### config.mk
export PLATFORM = sky130hd
export DESIGN_NAME = base64_stream_encoder_flat
export DESIGN_NICKNAME = d
export VERILOG_FILES = /design/src/sv/b64e_pkg.sv /design/src/sv/b64e_in_if.sv /design/src/sv/b64e_out_if.sv /design/src/sv/b64e_front.sv /design/src/sv/b64e_queue.sv /design/src/sv/b64e_back.sv /design/src/sv/base64_stream_encoder.sv /design/src/flat_wrapper.sv
export SDC_FILE = /design/constraint.sdc
export NUM_CORES = 1
export LEC_CHECK = 0
export ABC_AREA = 1
export BUFFER_PORTS_ARGS = -buffer_cell sky130_fd_sc_hd__buf_2
export CAP_MARGIN = 20
export CORE_ASPECT_RATIO = 1.25
export CORE_MARGIN = 1
export CORE_UTILIZATION = 50
export CTS_BUF_LIST = sky130_fd_sc_hd__clkbuf_8
export DETAILED_ROUTE_END_ITERATION = 10
export PLACE_DENSITY = 0.67
export SLEW_MARGIN = 40
export SYNTH_ARGS = -nofsm -noshare
export SYNTH_HDL_FRONTEND = slang
export SYNTH_SLANG_ARGS = --single-unit
### constraint.sdc
create_clock -name clk -period 4.3 [get_ports clk]
set_input_delay 0.215 -clock clk [delete_from_list [all_inputs] [get_ports clk]]
set_output_delay 0.215 -clock clk [all_outputs]
set_load 0.05 [all_outputs]
### src/sv/b64e_pkg.sv
`timescale 1ns / 1ps
package b64e_pkg;

  // ASCII codes used by the encoder
  localparam logic [7:0] PAD_CHAR   = 8'h3D;  // '='
  localparam logic [7:0] PLUS_CHAR  = 8'h2B;  // '+'
  localparam logic [7:0] SLASH_CHAR = 8'h2F;  // '/'
  localparam logic [7:0] UPPER_A    = 8'h41;  // 'A'
  localparam logic [7:0] LOWER_A    = 8'h61;  // 'a'
  localparam logic [7:0] DIGIT_0    = 8'h30;  // '0'

  // Held byte counts
  localparam logic [1:0] CNT_NONE = 2'd0;
  localparam logic [1:0] CNT_ONE  = 2'd1;
  localparam logic [1:0] CNT_TWO  = 2'd2;

  // Character positions within a group of four
  localparam logic [1:0] IDX_FIRST = 2'd0;
  localparam logic [1:0] IDX_LAST  = 2'd3;

  // Group queue between front and back
  localparam int unsigned QUEUE_DEPTH = 2;
  localparam int unsigned QPTR_W      = 1;
  localparam int unsigned QCNT_W      = 2;

  // One group of up to three bytes, msb first, missing bytes zero
  typedef struct packed {
    logic [23:0] bits;
    logic [1:0]  cnt;   // bytes held before the closing byte (0..2)
    logic        last;  // group ends the message
  } group_t;

  // Back-end status seen by the top level
  typedef struct packed {
    logic       busy;
    logic [1:0] idx;
  } back_stat_t;

  // Map a sextet to the standard alphabet
  function automatic logic [7:0] b64_char(input logic [5:0] v);
    logic [7:0] w;
    begin
      w = {2'b00, v};
      if (v < 6'd26) begin
        b64_char = UPPER_A + w;
      end else if (v < 6'd52) begin
        b64_char = LOWER_A + (w - 8'd26);
      end else if (v < 6'd62) begin
        b64_char = DIGIT_0 + (w - 8'd52);
      end else if (v == 6'd62) begin
        b64_char = PLUS_CHAR;
      end else begin
        b64_char = SLASH_CHAR;
      end
    end
  endfunction

endpackage

### src/sv/b64e_in_if.sv
`timescale 1ns / 1ps
interface b64e_in_if;
  logic       valid;
  logic       ready;
  logic [7:0] data_byte;
  logic       end_of_message;

  modport source (output valid, output data_byte, output end_of_message, input ready);
  modport sink   (input valid, input data_byte, input end_of_message, output ready);
endinterface

### src/sv/b64e_out_if.sv
`timescale 1ns / 1ps
interface b64e_out_if;
  logic       valid;
  logic       ready;
  logic [7:0] out_char;
  logic       last_char;

  modport source (output valid, output out_char, output last_char, input ready);
  modport sink   (input valid, input out_char, input last_char, output ready);
endinterface

### src/sv/b64e_front.sv
`timescale 1ns / 1ps
module b64e_front (
  input  logic            clk,
  input  logic            rst,
  b64e_in_if.sink         bytes,
  output logic            push_valid,
  input  logic            push_ready,
  output b64e_pkg::group_t push_data
);
  import b64e_pkg::*;

  logic [7:0] held_bytes [2];
  logic [1:0] held_count;
  logic       transfer;
  logic       closes;

  // Accept whenever the queue has room for a possible group
  assign bytes.ready = push_ready;
  assign transfer    = bytes.valid && push_ready;
  assign closes      = (held_count == CNT_TWO) || bytes.end_of_message;
  assign push_valid  = bytes.valid && closes;

  // Assemble the group, msb first
  always_comb begin
    push_data.cnt  = held_count;
    push_data.last = bytes.end_of_message;
    unique case (held_count)
      CNT_NONE: push_data.bits = {bytes.data_byte, 16'h0000};
      CNT_ONE:  push_data.bits = {held_bytes[0], bytes.data_byte, 8'h00};
      default:  push_data.bits = {held_bytes[0], held_bytes[1], bytes.data_byte};
    endcase
  end

  // Hold bytes until a group closes
  always_ff @(posedge clk) begin
    if (rst) begin
      held_count <= CNT_NONE;
    end else if (transfer) begin
      if (closes) begin
        held_count <= CNT_NONE;
      end else begin
        held_count <= held_count + 2'd1;
      end
    end
  end

  always_ff @(posedge clk) begin
    if (transfer && !closes) begin
      held_bytes[held_count[0]] <= bytes.data_byte;
    end
  end

endmodule

### src/sv/b64e_queue.sv
`timescale 1ns / 1ps
module b64e_queue (
  input  logic                        clk,
  input  logic                        rst,
  input  logic                        push_valid,
  output logic                        push_ready,
  input  b64e_pkg::group_t            push_data,
  output logic                        pop_valid,
  input  logic                        pop,
  output b64e_pkg::group_t            pop_data,
  output logic [b64e_pkg::QCNT_W-1:0] fill
);
  import b64e_pkg::*;

  group_t              entries [QUEUE_DEPTH];
  logic [QPTR_W-1:0]   wr_ptr;
  logic [QPTR_W-1:0]   rd_ptr;
  logic [QCNT_W-1:0]   count;
  logic                do_push;
  logic                do_pop;

  assign push_ready = (count != QCNT_W'(QUEUE_DEPTH));
  assign pop_valid  = (count != '0);
  assign pop_data   = entries[rd_ptr];
  assign do_push    = push_valid && push_ready;
  assign do_pop     = pop && pop_valid;
  assign fill       = count;

  // Advance pointers and occupancy
  always_ff @(posedge clk) begin
    if (rst) begin
      wr_ptr <= '0;
      rd_ptr <= '0;
      count  <= '0;
    end else begin
      if (do_push) begin
        wr_ptr <= wr_ptr + 1'b1;
      end
      if (do_pop) begin
        rd_ptr <= rd_ptr + 1'b1;
      end
      if (do_push && !do_pop) begin
        count <= count + 1'b1;
      end else if (do_pop && !do_push) begin
        count <= count - 1'b1;
      end
    end
  end

  // Store the group
  always_ff @(posedge clk) begin
    if (do_push) begin
      entries[wr_ptr] <= push_data;
    end
  end

endmodule

### src/sv/b64e_back.sv
`timescale 1ns / 1ps
module b64e_back (
  input  logic                 clk,
  input  logic                 rst,
  input  logic                 pop_valid,
  output logic                 pop,
  input  b64e_pkg::group_t     pop_data,
  b64e_out_if.source           chars,
  output b64e_pkg::back_stat_t stat
);
  import b64e_pkg::*;

  group_t     grp;
  logic       busy;
  logic [1:0] idx;
  logic       transfer;
  logic [5:0] sextet;
  logic       present;

  assign transfer = busy && chars.ready;
  assign pop      = pop_valid && (!busy || (chars.ready && idx == IDX_LAST));

  // Walk the four characters of the current group
  always_ff @(posedge clk) begin
    if (rst) begin
      busy <= 1'b0;
      idx  <= IDX_FIRST;
    end else if (pop) begin
      busy <= 1'b1;
      idx  <= IDX_FIRST;
    end else if (transfer) begin
      idx <= idx + 2'd1;
      if (idx == IDX_LAST) begin
        busy <= 1'b0;
      end
    end
  end

  always_ff @(posedge clk) begin
    if (pop) begin
      grp <= pop_data;
    end
  end

  // Select the sextet and decide on padding
  always_comb begin
    case (idx)
      2'd0:    sextet = grp.bits[23:18];
      2'd1:    sextet = grp.bits[17:12];
      2'd2:    sextet = grp.bits[11:6];
      default: sextet = grp.bits[5:0];
    endcase
  end

  assign present = ({1'b0, idx} <= ({1'b0, grp.cnt} + 3'd1));

  assign chars.valid     = busy;
  assign chars.out_char  = present ? b64_char(sextet) : PAD_CHAR;
  assign chars.last_char = grp.last && (idx == IDX_LAST);

  assign stat.busy = busy;
  assign stat.idx  = idx;

endmodule

### src/sv/base64_stream_encoder.sv
`timescale 1ns / 1ps
// A closing byte passes through the group queue and the back end's group register
// before its first character appears. Bytes are taken one per cycle while the queue
// has room; the back end sends one character per cycle while the output is ready,
// four per group. A two-entry group queue lets intake run ahead of the character stream.
// Reset (rst, synchronous, active high) empties the held bytes, the queue and the back end.
module base64_stream_encoder (
  input  logic        clk,
  input  logic        rst,
  b64e_in_if.sink     bytes,
  b64e_out_if.source  chars
);
  import b64e_pkg::*;

  logic              push_valid;
  logic              push_ready;
  group_t            push_data;
  logic              pop_valid;
  logic              pop;
  group_t            pop_data;
  logic [QCNT_W-1:0] fill;
  back_stat_t        stat;

  // Classify bytes and close groups
  b64e_front u_front (
    .clk        (clk),
    .rst        (rst),
    .bytes      (bytes),
    .push_valid (push_valid),
    .push_ready (push_ready),
    .push_data  (push_data)
  );

  // Buffer closed groups
  b64e_queue u_queue (
    .clk        (clk),
    .rst        (rst),
    .push_valid (push_valid),
    .push_ready (push_ready),
    .push_data  (push_data),
    .pop_valid  (pop_valid),
    .pop        (pop),
    .pop_data   (pop_data),
    .fill       (fill)
  );

  // Emit characters
  b64e_back u_back (
    .clk       (clk),
    .rst       (rst),
    .pop_valid (pop_valid),
    .pop       (pop),
    .pop_data  (pop_data),
    .chars     (chars),
    .stat      (stat)
  );

  // Queue never overfills
  a_fill_bound: assert property (@(posedge clk) disable iff (rst)
    fill <= QCNT_W'(QUEUE_DEPTH))
    else $error("group queue overfilled");

  // Output valid follows the back end's busy flag
  a_valid_busy: assert property (@(posedge clk) disable iff (rst)
    chars.valid == stat.busy)
    else $error("output valid apart from back-end busy");

  // Last flag only on the fourth character
  a_last_pos: assert property (@(posedge clk) disable iff (rst)
    (chars.valid && chars.last_char) |-> (stat.idx == IDX_LAST))
    else $error("last_char away from fourth character");

  // Padding only on the third or fourth character
  a_pad_pos: assert property (@(posedge clk) disable iff (rst)
    (chars.valid && chars.out_char == PAD_CHAR) |-> (stat.idx[1] == 1'b1))
    else $error("padding in leading characters");

  // A group, once started, keeps its characters coming
  a_group_cont: assert property (@(posedge clk) disable iff (rst)
    (chars.valid && chars.ready && stat.idx != IDX_LAST) |=> chars.valid)
    else $error("group cut short");

endmodule
### src/flat_wrapper.sv
// flat-port wrapper written by rule: the top's interface ports become plain ports
module base64_stream_encoder_flat import b64e_pkg::*;
  (clk, rst, bytes_valid, bytes_data_byte, bytes_end_of_message, bytes_ready, chars_valid, chars_out_char, chars_last_char, chars_ready);
  b64e_in_if bytes_i ();
  b64e_out_if chars_i ();
  input  logic clk;
  input  logic rst;
  input wire logic [$bits(bytes_i.valid)-1:0] bytes_valid;
  input wire logic [$bits(bytes_i.data_byte)-1:0] bytes_data_byte;
  input wire logic [$bits(bytes_i.end_of_message)-1:0] bytes_end_of_message;
  output wire logic [$bits(bytes_i.ready)-1:0] bytes_ready;
  output wire logic [$bits(chars_i.valid)-1:0] chars_valid;
  output wire logic [$bits(chars_i.out_char)-1:0] chars_out_char;
  output wire logic [$bits(chars_i.last_char)-1:0] chars_last_char;
  input wire logic [$bits(chars_i.ready)-1:0] chars_ready;
  assign bytes_i.valid = bytes_valid;
  assign bytes_i.data_byte = bytes_data_byte;
  assign bytes_i.end_of_message = bytes_end_of_message;
  assign bytes_ready = bytes_i.ready;
  assign chars_valid = chars_i.valid;
  assign chars_out_char = chars_i.out_char;
  assign chars_last_char = chars_i.last_char;
  assign chars_i.ready = chars_ready;
  base64_stream_encoder u_core (.clk(clk), .rst(rst), .bytes(bytes_i), .chars(chars_i));
endmodule
# After elaboration in Yosys (flattened, before gate mapping)
# Memory sizes are Yosys's and may differ from the RTL's. A register that Yosys moved wholly into a read port is not among the register bits.
# Cells that the tools add are included.
# totals
romBits,0
latchBits,0
register_bits,9
input_bits,13
memories,2
ram_bits,70
# memory_table
name,words,word_bits,rd,rd_clocked_by_memory_dff,wr,line,source
u_core.u_queue.entries,2,27,1,1,1,b64e_queue.sv:15,group_t entries [QUEUE_DEPTH];
u_core.u_front.held_bytes,2,8,2,0,1,b64e_front.sv:12,logic [7:0] held_bytes [2];
# classes
n_reduce_logical,25
n_addsub,12
n_shift,0
order_cmp,4
div,0
muxes,17
eq_ne,7
n_mul,0
bitwise_logic,0
# ops
cell,n
one-hot mux 24 bit (2 select lines),1
2-to-1 mux 8 bit,4
one-hot mux 6 bit (3 select lines),1
"less-than comparator 6 bit, second input constant",2
logical AND 1 bit,11
"adder 7 x 6 -> 8 bit, first input constant",1
"adder 7 x 7 -> 8 bit, first input constant",1
"adder 7 x 8 -> 8 bit, first input constant",1
nonzero test 2 bit,4
2-to-1 mux 1 bit,7
"subtractor 6 x 5 -> 7 bit, second input constant",1
"subtractor 6 x 6 -> 7 bit, second input constant",1
"adder 2 x 1 -> 2 bit, second input constant",3
"equality test 2 bit, second input constant",3
"equality test 6 bit, second input constant",1
"less-than comparator 6 x 5 -> 1 bit, second input constant",1
2-to-1 mux 2 bit,3
"equality test 2 x 1 -> 1 bit, second input constant",2
zero test 1 bit,4
zero test 2 bit,2
"adder 2 x 1 -> 3 bit, second input constant",1
less-or-equal comparator 2 x 3 -> 1 bit,1
2-to-1 mux 3 bit,1
"adder 1 bit, second input constant",2
other kinds (5),6

# Logic depth before layout (Yosys ltp)
# Gate-level depths: netlist of run 1.
# logic_depth
ltp_word,8
depth_mapped,16
ltp_nobuf,16

# Cells and area by module
# Synthesis of run 1 repeated with hierarchy kept, for this count alone.
# unflattened
cells_unflattened,410
area_unflattened_um2,5014.8
# modules_own_cells
mod,cells_per_inst,instances,area_per_inst_um2
b64e_queue,121,1,2290.9
b64e_back,197,1,1821.7
b64e_front,92,1,902.1

# Worst setup path before layout of run 1
# No wires, ideal clock.
# synth_timing
path_type,register to output
start,reg u_core.u_back.idx[0]
end,out chars_out_char[1]
n_path_buf,0
arrival_ps,2788
stages_incl_launch_ff,13
path_slack_ps,1297
cell_sequence,dfxtp_1 inv_1 ha_1 nand2_1 nand2_2 o21bai_4 ha_1 inv_1 nand3_4 o21ai_2 inv_2 nand2_1 o21ai_0
# synth_between
elab_chain_len,8
# synth_lines
element,line,source
from (decl),b64e_back.sv:15,logic [1:0] idx;
from (signal assigned),b64e_back.sv:32,idx <= idx + 2'd1;
equality test 2 bit (tied with other cells),b64e_back.sv:47,case (idx)
one-hot mux 6 bit (3 select lines),b64e_back.sv:47,
subtractor 6 x 6 -> 7 bit,b64e_pkg.sv:49,b64_char = DIGIT_0 + (w - 8'd52);
adder 7 x 7 -> 8 bit,b64e_pkg.sv:49,
2-to-1 mux 8 bit,b64e_pkg.sv:48,end else if (v < 6'd62) begin
2-to-1 mux 8 bit,b64e_pkg.sv:46,end else if (v < 6'd52) begin
2-to-1 mux 8 bit,b64e_pkg.sv:44,if (v < 6'd26) begin
2-to-1 mux 8 bit *,b64e_back.sv:58,assign chars.out_char = present ? b64_char(sextet) : PAD_CHAR;
to (decl),flat_wrapper.sv:13,output wire logic [$bits(chars_i.out_char)-1:0] chars_out_char;
# Mark *: on every way between the ends. The rest lies on a longest branch, timed or not.

# Worst setup path after layout of run 1
# Same ends and word-level chain as after synthesis.

==> results of run 1 <==
==> report_power, final <==
group / internal [mW] / total (mW) / switching (mW)
registers: 1.40 / 1.47 / 0.0731
logic: 0.451 / 1.65 / 1.20
clock network: 0.380 / 0.677 / 0.296
total: 2.23 / 3.80 / 1.57
==> final timing paths <==
| kind | cells after the start | to | startpoint |
|---|---|---|---|
| setup / recovery | 13 | chars_out_char[1] | u_core.u_back.idx[0]$_SDFFE_PP0P_ |
| hold / removal | 1 | u_core.u_front.held_bytes[0][7]$_DFFE_PP_ | bytes_data_byte[7] |
| setup reg to reg | 5 | u_core.u_front.held_bytes[0][6]$_DFFE_PP_ | u_core.u_front.held_count[0]$_SDFFE_PP0P_ |
| hold reg to reg | 2 | u_core.u_back.grp[17]$_DFFE_PP_ | u_core.u_queue.entries[0][17]$_DFFE_PP_ |
==> stage by stage <==
step           cell area, um^2  cells
6_report                  5330    609
5_1_grt                   5330    609
4_1_cts                   5330    609
3_5_place_dp              5090    593
3_3_place_gp              5090    593
2_1_floorplan             4840    454
==> cell type report <==
cell class | count | share of cell area [%]
Sequential cell | 106 | 58.1
Multi-Input combinational cell | 288 | 28.6
Inverter | 50 | 3.52
Tap cell | 123 | 2.89
Timing Repair Buffer | 26 | 2.58
Clock buffer | 9 | 2.33
Clock inverter | 7 | 2.02
==> flip-flops by register name, indices dropped and copies added (netlist names) <==
register	count
u_core.u_queue.entries	54
u_core.u_back.grp	27
u_core.u_front.held_bytes	16
u_core.u_back.idx	2
u_core.u_front.held_count	2
u_core.u_queue.fill	2
u_core.u_back.chars.valid	1
u_core.u_queue.rd_ptr	1
u_core.u_queue.wr_ptr	1
==> kinds of logic after synthesis <==
logic type      count (synthesis)  synth area share, %
xor+xnor                        6                 1.08
flops                         106                 63.9
buf+inv                        60                 4.80
simple gates                  214                 19.1
compound gates                 52                 7.03
fa+ha+maj                      16                 4.13
==> routing by layer <==
layer	up-vias	GRT usage, %	routed length (um)	share of wire (%)
met5	-	0	0	0
met3	25	3.25	290	3.8
li1	1556	-	-	-
met1	1348	17.6	3070	41
met2	52	29.6	3840	51
met4	0	10.6	361	4.8
==> Yosys cell counts, types with 2 or more instances <==
master / instances
ha_1: 16
and2_1: 2
nor2_2: 3
nor3_1: 3
nand2_2: 6
a21oi_1: 9
inv_2: 7
dfxtp_1: 9
inv_1: 42
o21ai_0: 30
xor2_1: 5
edfxtp_1: 97
nand4_1: 3
nand2_4: 3
nand2_1: 143
nand3_1: 17
o21bai_1: 2
clkbuf_1: 6
buf_1: 3
nor2_1: 28
o211ai_1: 3
o21bai_4: 2
==> metrics, run 1 <==
Power Dens Cells 713 nW/um^2; most common cell after layout, fill and taps aside nand2_1; largest net degree at the start of global routing 30; global placement routability congestion 0.879; Clock transition at path regs 0.09 ns; Post-Syn Nets 483; Avg Inst Size Synth 10.7 um^2; Multi-input gate area 1520 um^2; Leak Pwr 2.20 nW; fin util 57.4%; total congestion overflow 0; slowest CP cell dfxtp_1; Register Area 3090 um^2; Yosys top cell by area edfxtp_1; Post-Route WL 7.56 mm; CP Class reg -> out; row count 39; critical-path cell list ha_1, inv_2, nor2_1, o21bai_4, ha_1, inv_1, nand3_4, o21ai_2, inv_2, nor2_2, o211ai_1, o21ai_0, buf_2; DIE WIDTH 90.0 um; maxcap violations 0; first-pass GRT wire length 12.8 mm; Placement Setup Slack 1.60 ns; Inserted Clock Buffers 9; DP HPWL 5.66 mm; asr flop ratio synth 0%; fillcell total 785; worst slew pin tran 0.684 ns; Post-synth EDFFs 97; Slew Viols, Final 0; slowest stage delay, CP 0.35 ns; status completed; initial antenna violation count 0; worst relative slew slack 54.2%; layout cells sized above 1 15.2%; Hold Fails Final Rpt 0; clk buf depth 2; Startpoint Class flip-flop; Worst Path Max Fanout 12; via/cell ratio 4.89; CP Capture Type output port; TritonCTS clock tree done; sequential share of the synthesized area 63.9%; final setup vio count 0; Post-CTS Setup Bufs 0; Worst Path Arrival 2.88 ns; all-layer global routing usage 16.5%; CP delay by family, top compound AO/OA/AOI/OAI gates; Vias 2,981; Synth Cell Area 4840 um^2; hold_ws 0.0632 ns; Clock Latency Late Sink 0.36 ns; top post-synthesis cells by area edfxtp_1 (60%), nand2_1 (11%), ha_1 (4.1%), dfxtp_1 (3.7%), inv_1 (3.3%); final cycle utilization of the critical path 72.1%; core area 9270 um^2; ant diodes 0; cell count after synthesis 454; worst min-delay path class in -> reg; Initial DRC Count 156; clock skew 0.0118 ns; Area Overhead vs Synth 9.97%; minimum clock period 3.10 ns; Yosys Warn Count 0; DR DRC count 0; clock root buffer master clkbuf_8; most frequent cells in the layout nand2_1 (143), edfxtp_1 (97), inv_1 (41); fin worst setup slack 1.20 ns; I/O Buffers 23; RSZ-0062 raised after global routing false; worst vdd rail ir drop 335 uV; Post-DRT Antenna Nets 0; WL/cell 12.4 um; # nets final 510; clk sinks 106; top_reg_cell synth edfxtp_1; worst path buffer plus inverter count 4; FMAX 323 MHz; IO Pins 24; FF-to-FF setup slack 2.28 ns; setup_tns 0 ns; Yosys cell types 37; flops & latches, synth 106; H-Tree Depth 3; Die ar. 10,100 um^2; vias in the first global route 2,910; CTS resizes 0; CP required 4.09 ns; Die H 112 um; Tot Pwr 3.80 mW; number of hold buffers added after cts 0; Initial Utilization 52.2%; drt first pass iters 4; post-synth top area share 60.1%
Power figures use the tool's default switching activity.
==> run 2, diff against run 1 <==
PLACE_DENSITY = 0.7   (was 0.67)
clock period = 2.8 ns   (was 4.3 ns; I/O delays follow)
==> metrics, run 2 (same netlist as run 1, synthesis figures left out) <==
I/O Buffers 23 (unchanged); minimum clock period 2.69 ns; clock root buffer master clkbuf_8 (unchanged); Clock Latency Late Sink 0.36 ns (about the same); Worst Path Arrival 2.55 ns (was 2.88 ns); fin util 60.5% (was 57.4%); final cycle utilization of the critical path 96.0%; Vias 3,043 (was 2,981); hold_ws 0.0410 ns (was 0.0632 ns); status completed (unchanged); fillcell total 776 (was 785); Initial Utilization 52.2% (unchanged); ant diodes 0 (unchanged); setup_tns 0 ns (unchanged); Register Area 3100 um^2 (was 3090 um^2); clk sinks 106 (unchanged); WL/cell 12.7 um (was 12.4 um); Die ar. 10,100 um^2 (unchanged); Power Dens Cells 1100 nW/um^2 (was 713 nW/um^2); worst slew pin tran 0.705 ns (was 0.684 ns); worst relative slew slack 52.9% (was 54.2%); worst min-delay path class in -> reg (unchanged); clock share of power 17.4% (was 17.8%); Placement Setup Slack 0.185 ns (was 1.60 ns); critical-path cell list ha_4, inv_6, nor2_1, o21bai_4, ha_2, inv_2, nand3_4, o21ai_4, inv_2, nor2_2, o21ai_0, nor2_1, nor2_1, buf_6 (was ha_1, inv_2, nor2_1, o21bai_4, ha_1, inv_1, nand3_4, o21ai_2, inv_2, nor2_2, o211ai_1, o21ai_0, buf_2); IO Pins 24 (unchanged); # nets final 526 (was 510); Sw Share 41.0% (was 41.3%); total congestion overflow 0 (unchanged); drt first pass iters 4 (unchanged); Multi-input gate area 1620 um^2 (was 1520 um^2); DR DRC count 0 (unchanged); Largest Register u_core.u_queue.entries (unchanged); Area Overhead vs Synth 15.9% (was 9.97%); worst hold stages 3 (was 1); DP Cell Count 594 (was 593); Inserted Clock Buffers 9 (unchanged); Post-Route WL 7.93 mm (was 7.56 mm); slowest stage delay, CP 0.39 ns (was 0.35 ns); TritonCTS clock tree done (unchanged); final setup vio count 0 (unchanged); Seq pwr share 36.7% (was 38.7%); row count 39 (unchanged); first-pass GRT wire length 13.3 mm (was 12.8 mm); cells on worst reg2reg path 5 (unchanged); DP HPWL 5.73 mm (was 5.66 mm); all-layer global routing usage 17.1% (was 16.5%); Non-Filler Instances 625 (was 609); internal power 3.64 mW (was 2.23 mW); slowest CP cell dfxtp_4 (was dfxtp_1); Leak Pwr 2.29 nW (was 2.20 nW); Hold Fails Final Rpt 0 (unchanged); Die H 112 um (unchanged); via/cell ratio 4.87 (was 4.89); Sw Pwr 2.53 mW (was 1.57 mW); Worst Path Max Fanout 12 (unchanged); Clock transition at path regs 0.10 ns (was 0.09 ns); DIE WIDTH 90.0 um (unchanged); FMAX 372 MHz; Logic pwr share 45.9% (was 43.5%); vias in the first global route 2,986 (was 2,910); most used cell, CP nor2_1; H-Tree Depth 3 (unchanged); global placement routability congestion 0.825 (was 0.879); max reg flops 54 (unchanged); initial antenna violation count 0 (unchanged); most common cell after layout, fill and taps aside nand2_1 (unchanged); maxcap violations 0 (unchanged); Initial DRC Count 144 (was 156); layout cells sized above 1 19.1% (was 15.2%); largest net degree at the start of global routing 30 (unchanged); Post-DRT Antenna Nets 0 (unchanged); CP Capture Type output port (unchanged); Startpoint Class flip-flop (unchanged); fin worst setup slack 0.113 ns (was 1.20 ns); most frequent cells in the layout nand2_1 (141), edfxtp_1 (97), inv_1 (39) (was nand2_1 (143), edfxtp_1 (97), inv_1 (41)); core area 9270 um^2 (unchanged); Slew Viols, Final 0 (unchanged); clk buf depth 2 (unchanged); clock skew 0.0123 ns (was 0.0118 ns); worst vdd rail ir drop 503 uV (was 335 uV); CP required 2.66 ns (was 4.09 ns); CP Class reg -> out (unchanged)
[run 2: cell count changes in the layout (fill, tap and decap cells not counted), sizes merged]
cell | previous run | this run
buf | 26 | 33
clkinv | 5 | 3
dlygate4sd3 | 0 | 9
inv | 49 | 51
[run 2: final timing paths]
check | start | to | slack (ns)
min reg2reg | u_core.u_back.chars.valid$_SDFFE_PP0P_ | u_core.u_back.idx[1]$_SDFFE_PP0P_ | 0.50
max reg2reg | u_core.u_front.held_count[0]$_SDFFE_PP0P_ | u_core.u_front.held_bytes[0][5]$_DFFE_PP_ | 0.79
max | u_core.u_back.idx[0]$_SDFFE_PP0P_ | chars_out_char[3] | 0.11
min | chars_ready | u_core.u_back.idx[1]$_SDFFE_PP0P_ | 0.04
[run 2: timing repair]
action / in CTS / in global routing
resized for setup: 14 / 23
hold buffers: 9 / 0
endpoints found under the hold margin: 18 / 0
setup endpoints to repair: 7 / 7
pin swaps: 2 / 5
buffers inserted: 3 / 3
[run 2: area by class of cell]
type                            instances  area share [%]
Clock buffer                            9            2.21
Clock inverter                          7            2.05
Inverter                               50            3.52
Multi-Input combinational cell        288            28.8
Sequential cell                       106            55.3
Tap cell                              123            2.74
Timing Repair Buffer                   42            5.40
[run 2: metrics by stage]
| stage | power, mW | instance area (um^2) |
|---|---|---|
| 2_1_floorplan | 4.29 | 4840 |
| 3_3_place_gp | 4.81 | 5100 |
| 3_5_place_dp | 4.86 | 5100 |
| 4_1_cts | 6.06 | 5500 |
| 5_1_grt | 6.55 | 5610 |
| 6_report | 6.16 | 5610 |
[run 2: power groups by stage]
stage / Sequential (mW) / Clock, mW / Combinational [mW]
final: 2.26 / 1.07 / 2.83
after global routing: 2.28 / 1.16 / 3.11
after CTS: 2.26 / 1.10 / 2.70
after detailed placement: 2.29 / 0 / 2.57
after global placement: 2.29 / 0 / 2.52
after floorplan: 2.27 / 0 / 2.03
[run 2: per-layer routing]
metal / share of wire (%) / track usage, % / vias to the layer above
li1: - / - / 1591
met1: 41 / 19.0 / 1376
met2: 53 / 30.0 / 57
met3: 3.0 / 3.46 / 19
met4: 3.7 / 10.8 / 0
met5: 0 / 0 / -
[run 2: critical path, delay by kind of cell, from the launching register on]
family                   cells  cell delay [ns]
AO/OA/AOI/OAI                3             0.56
AND/OR/NAND/NOR              5             0.45
buffers and inverters        4             0.41
flip-flops                   1             0.39
adder cells (fa/ha/maj)      2             0.38
==> run 3, diff against run 2 <==
CORE_UTILIZATION = 31   (was 50)
PLACE_DENSITY = not set   (was 0.7)
==> metrics, run 3 (same netlist as run 1, synthesis figures left out) <==
post-route cell area 5670 um^2 (was 5610 um^2); vias in the first global route 2,993 (was 2,986); Power Dens Cells 1050 nW/um^2 (was 1100 nW/um^2); DP Area 5230 um^2 (was 5100 um^2); Initial DRC Count 153 (was 144); Area Overhead vs Synth 17.1% (was 15.9%); Vias 3,042 (was 3,043); fin util 37.5% (was 60.5%); core area 15,100 um^2 (was 9270 um^2); critical-path cell list inv_2, ha_4, nand2_1, nand2_2, o21bai_4, ha_2, inv_2, buf_4, nor2_2, a21oi_1, nor3_1, nor2_1, nor2_1, buf_6 (was ha_4, inv_6, nor2_1, o21bai_4, ha_2, inv_2, nand3_4, o21ai_4, inv_2, nor2_2, o21ai_0, nor2_1, nor2_1, buf_6); CP required 2.66 ns (about the same); layout cells sized above 1 19.6% (was 19.1%); slowest CP cell dfxtp_4 (unchanged); Sw Pwr 2.51 mW (was 2.53 mW); clock share of power 14.2% (was 17.4%); worst relative slew slack 62.7% (was 52.9%); internal power 3.44 mW (was 3.64 mW); Slew Viols, Final 0 (unchanged); DP Cell Count 682 (was 594); Post-DRT Antenna Nets 0 (unchanged); worst min-delay path class in -> reg (unchanged); Clock transition at path regs 0.08 ns (was 0.10 ns); # nets final 531 (was 526); CP delay by family, top simple AND/OR/NAND/NOR gates (was compound AO/OA/AOI/OAI gates); first-pass GRT wire length 14.0 mm (was 13.3 mm); status completed (unchanged); all-layer global routing usage 11.3% (was 17.1%); drt first pass iters 6 (was 4); via/cell ratio 4.27 (was 4.87); FMAX 385 MHz (was 372 MHz); clock skew 0.00450 ns (was 0.0123 ns); max reg flops 54 (unchanged); DP HPWL 6.22 mm (was 5.73 mm); I/O Buffers 23 (unchanged); DIE WIDTH 114 um (was 90.0 um); final cycle utilization of the critical path 92.8% (was 96.0%); Placement Setup Slack 0.212 ns (was 0.185 ns); most frequent cells in the layout nand2_1 (142), edfxtp_1 (97), inv_1 (41) (was nand2_1 (141), edfxtp_1 (97), inv_1 (39)); global placement routability congestion 0.871 (was 0.825); Sw Share 42.2% (was 41.0%); Largest Register u_core.u_queue.entries (unchanged); worst path buffer plus inverter count 4 (unchanged); Worst Path Max Fanout 6 (was 12); ant diodes 0 (unchanged); Clock Latency Late Sink 0.35 ns (was 0.36 ns); CP Capture Type output port (unchanged); slowest stage delay, CP 0.41 ns (was 0.39 ns); most common cell after layout, fill and taps aside nand2_1 (unchanged); worst slew pin tran 0.559 ns (was 0.705 ns); Inserted Clock Buffers 9 (unchanged); setup_tns 0 ns (unchanged); Die ar. 16,100 um^2 (was 10,100 um^2); initial antenna violation count 0 (unchanged); WL/cell 12.0 um (was 12.7 um); final setup vio count 0 (unchanged); Tot Pwr 5.95 mW (was 6.16 mW); clock root buffer master clkbuf_8 (unchanged); maxcap violations 0 (unchanged); Initial Utilization 32.0% (was 52.2%); IO Pins 24 (unchanged); worst vdd rail ir drop 376 uV (was 503 uV); total congestion overflow 0 (unchanged); Leak Pwr 2.28 nW (was 2.29 nW); DR DRC count 0 (unchanged); Post-Route WL 8.54 mm (was 7.93 mm); Hold Fails Final Rpt 0 (unchanged); clk buf depth 2 (unchanged); CP Class reg -> out (unchanged); minimum clock period 2.60 ns (was 2.69 ns); H-Tree Depth 3 (unchanged); row count 50 (was 39); Startpoint Class flip-flop (unchanged); fin worst setup slack 0.201 ns (was 0.113 ns); Non-Filler Instances 713 (was 625); Logic pwr share 47.4% (was 45.9%); largest net degree at the start of global routing 30 (unchanged); clk sinks 106 (unchanged); Die H 142 um (was 112 um); hold_ws 0.0263 ns (was 0.0410 ns); TritonCTS clock tree done (unchanged); Worst Path Arrival 2.46 ns (was 2.55 ns); Seq pwr share 38.4% (was 36.7%)
-- run 3: cell types whose count changed in the layout (fill, tap and decap cells not counted), moves of 2 or more --
cell / delta
buf_2: +3
inv_6: -3
buf_4: +2
bufinv_16: -2
clkinv_1: -2
inv_1: +2
-- run 3: layout make-up --
| class | instances | area (um^2) |
|---|---|---|
| clock buffer | 9 | 124 |
| clock inverter | 5 | 50.0 |
| fill | 1555 | 9470 |
| inverter | 50 | 193 |
| multi-input combinational | 288 | 1610 |
| sequential | 106 | 3100 |
| tap | 208 | 260 |
| timing repair buffer | 47 | 334 |
-- run 3: routing by layer --
| layer | part of all wire [%] | GRT usage, % | vias up |
|---|---|---|---|
| met3 | 2.1 | 1.62 | 23 |
| li1 | - | - | 1598 |
| met5 | 0 | 0 | - |
| met1 | 42 | 12.4 | 1374 |
| met4 | 4.9 | 8.48 | 0 |
| met2 | 51 | 19.6 | 47 |
-- run 3: final timing paths --
check	start	end	slack, ns	depth (start not counted)
worst min-delay path	bytes_data_byte[4]	u_core.u_front.held_bytes[0][4]$_DFFE_PP_	0.03	1
worst min register to register	u_core.u_queue.entries[0][4]$_DFFE_PP_	u_core.u_back.grp[4]$_DFFE_PP_	0.52	2
worst max-delay path	u_core.u_back.idx[1]$_SDFFE_PP0P_	chars_out_char[3]	0.20	14
worst max register to register	u_core.u_front.held_count[1]$_SDFFE_PP0P_	u_core.u_queue.entries[1][5]$_DFFE_PP_	0.83	5
-- run 3: power by group through the flow --
stage | clock, mW | combinational, mW | sequential, mW
finish | 0.845 | 2.82 | 2.28
global route | 0.938 | 3.14 | 2.30
CTS | 0.877 | 2.69 | 2.28
detailed placement | 0 | 2.60 | 2.31
global placement | 0 | 2.57 | 2.31
floorplan | 0 | 2.03 | 2.27
-- run 3: timing repair --
| action | CTS | global route |
|---|---|---|
| endpoints found under the setup margin | 7 | 7 |
| hold buffers | 8 | 0 |
| endpoints found under the hold margin | 16 | 0 |
| pin swaps | 2 | 4 |
| buffers inserted | 2 | 7 |
| cloned | 0 | 0 |
| resized for setup | 8 | 24 |
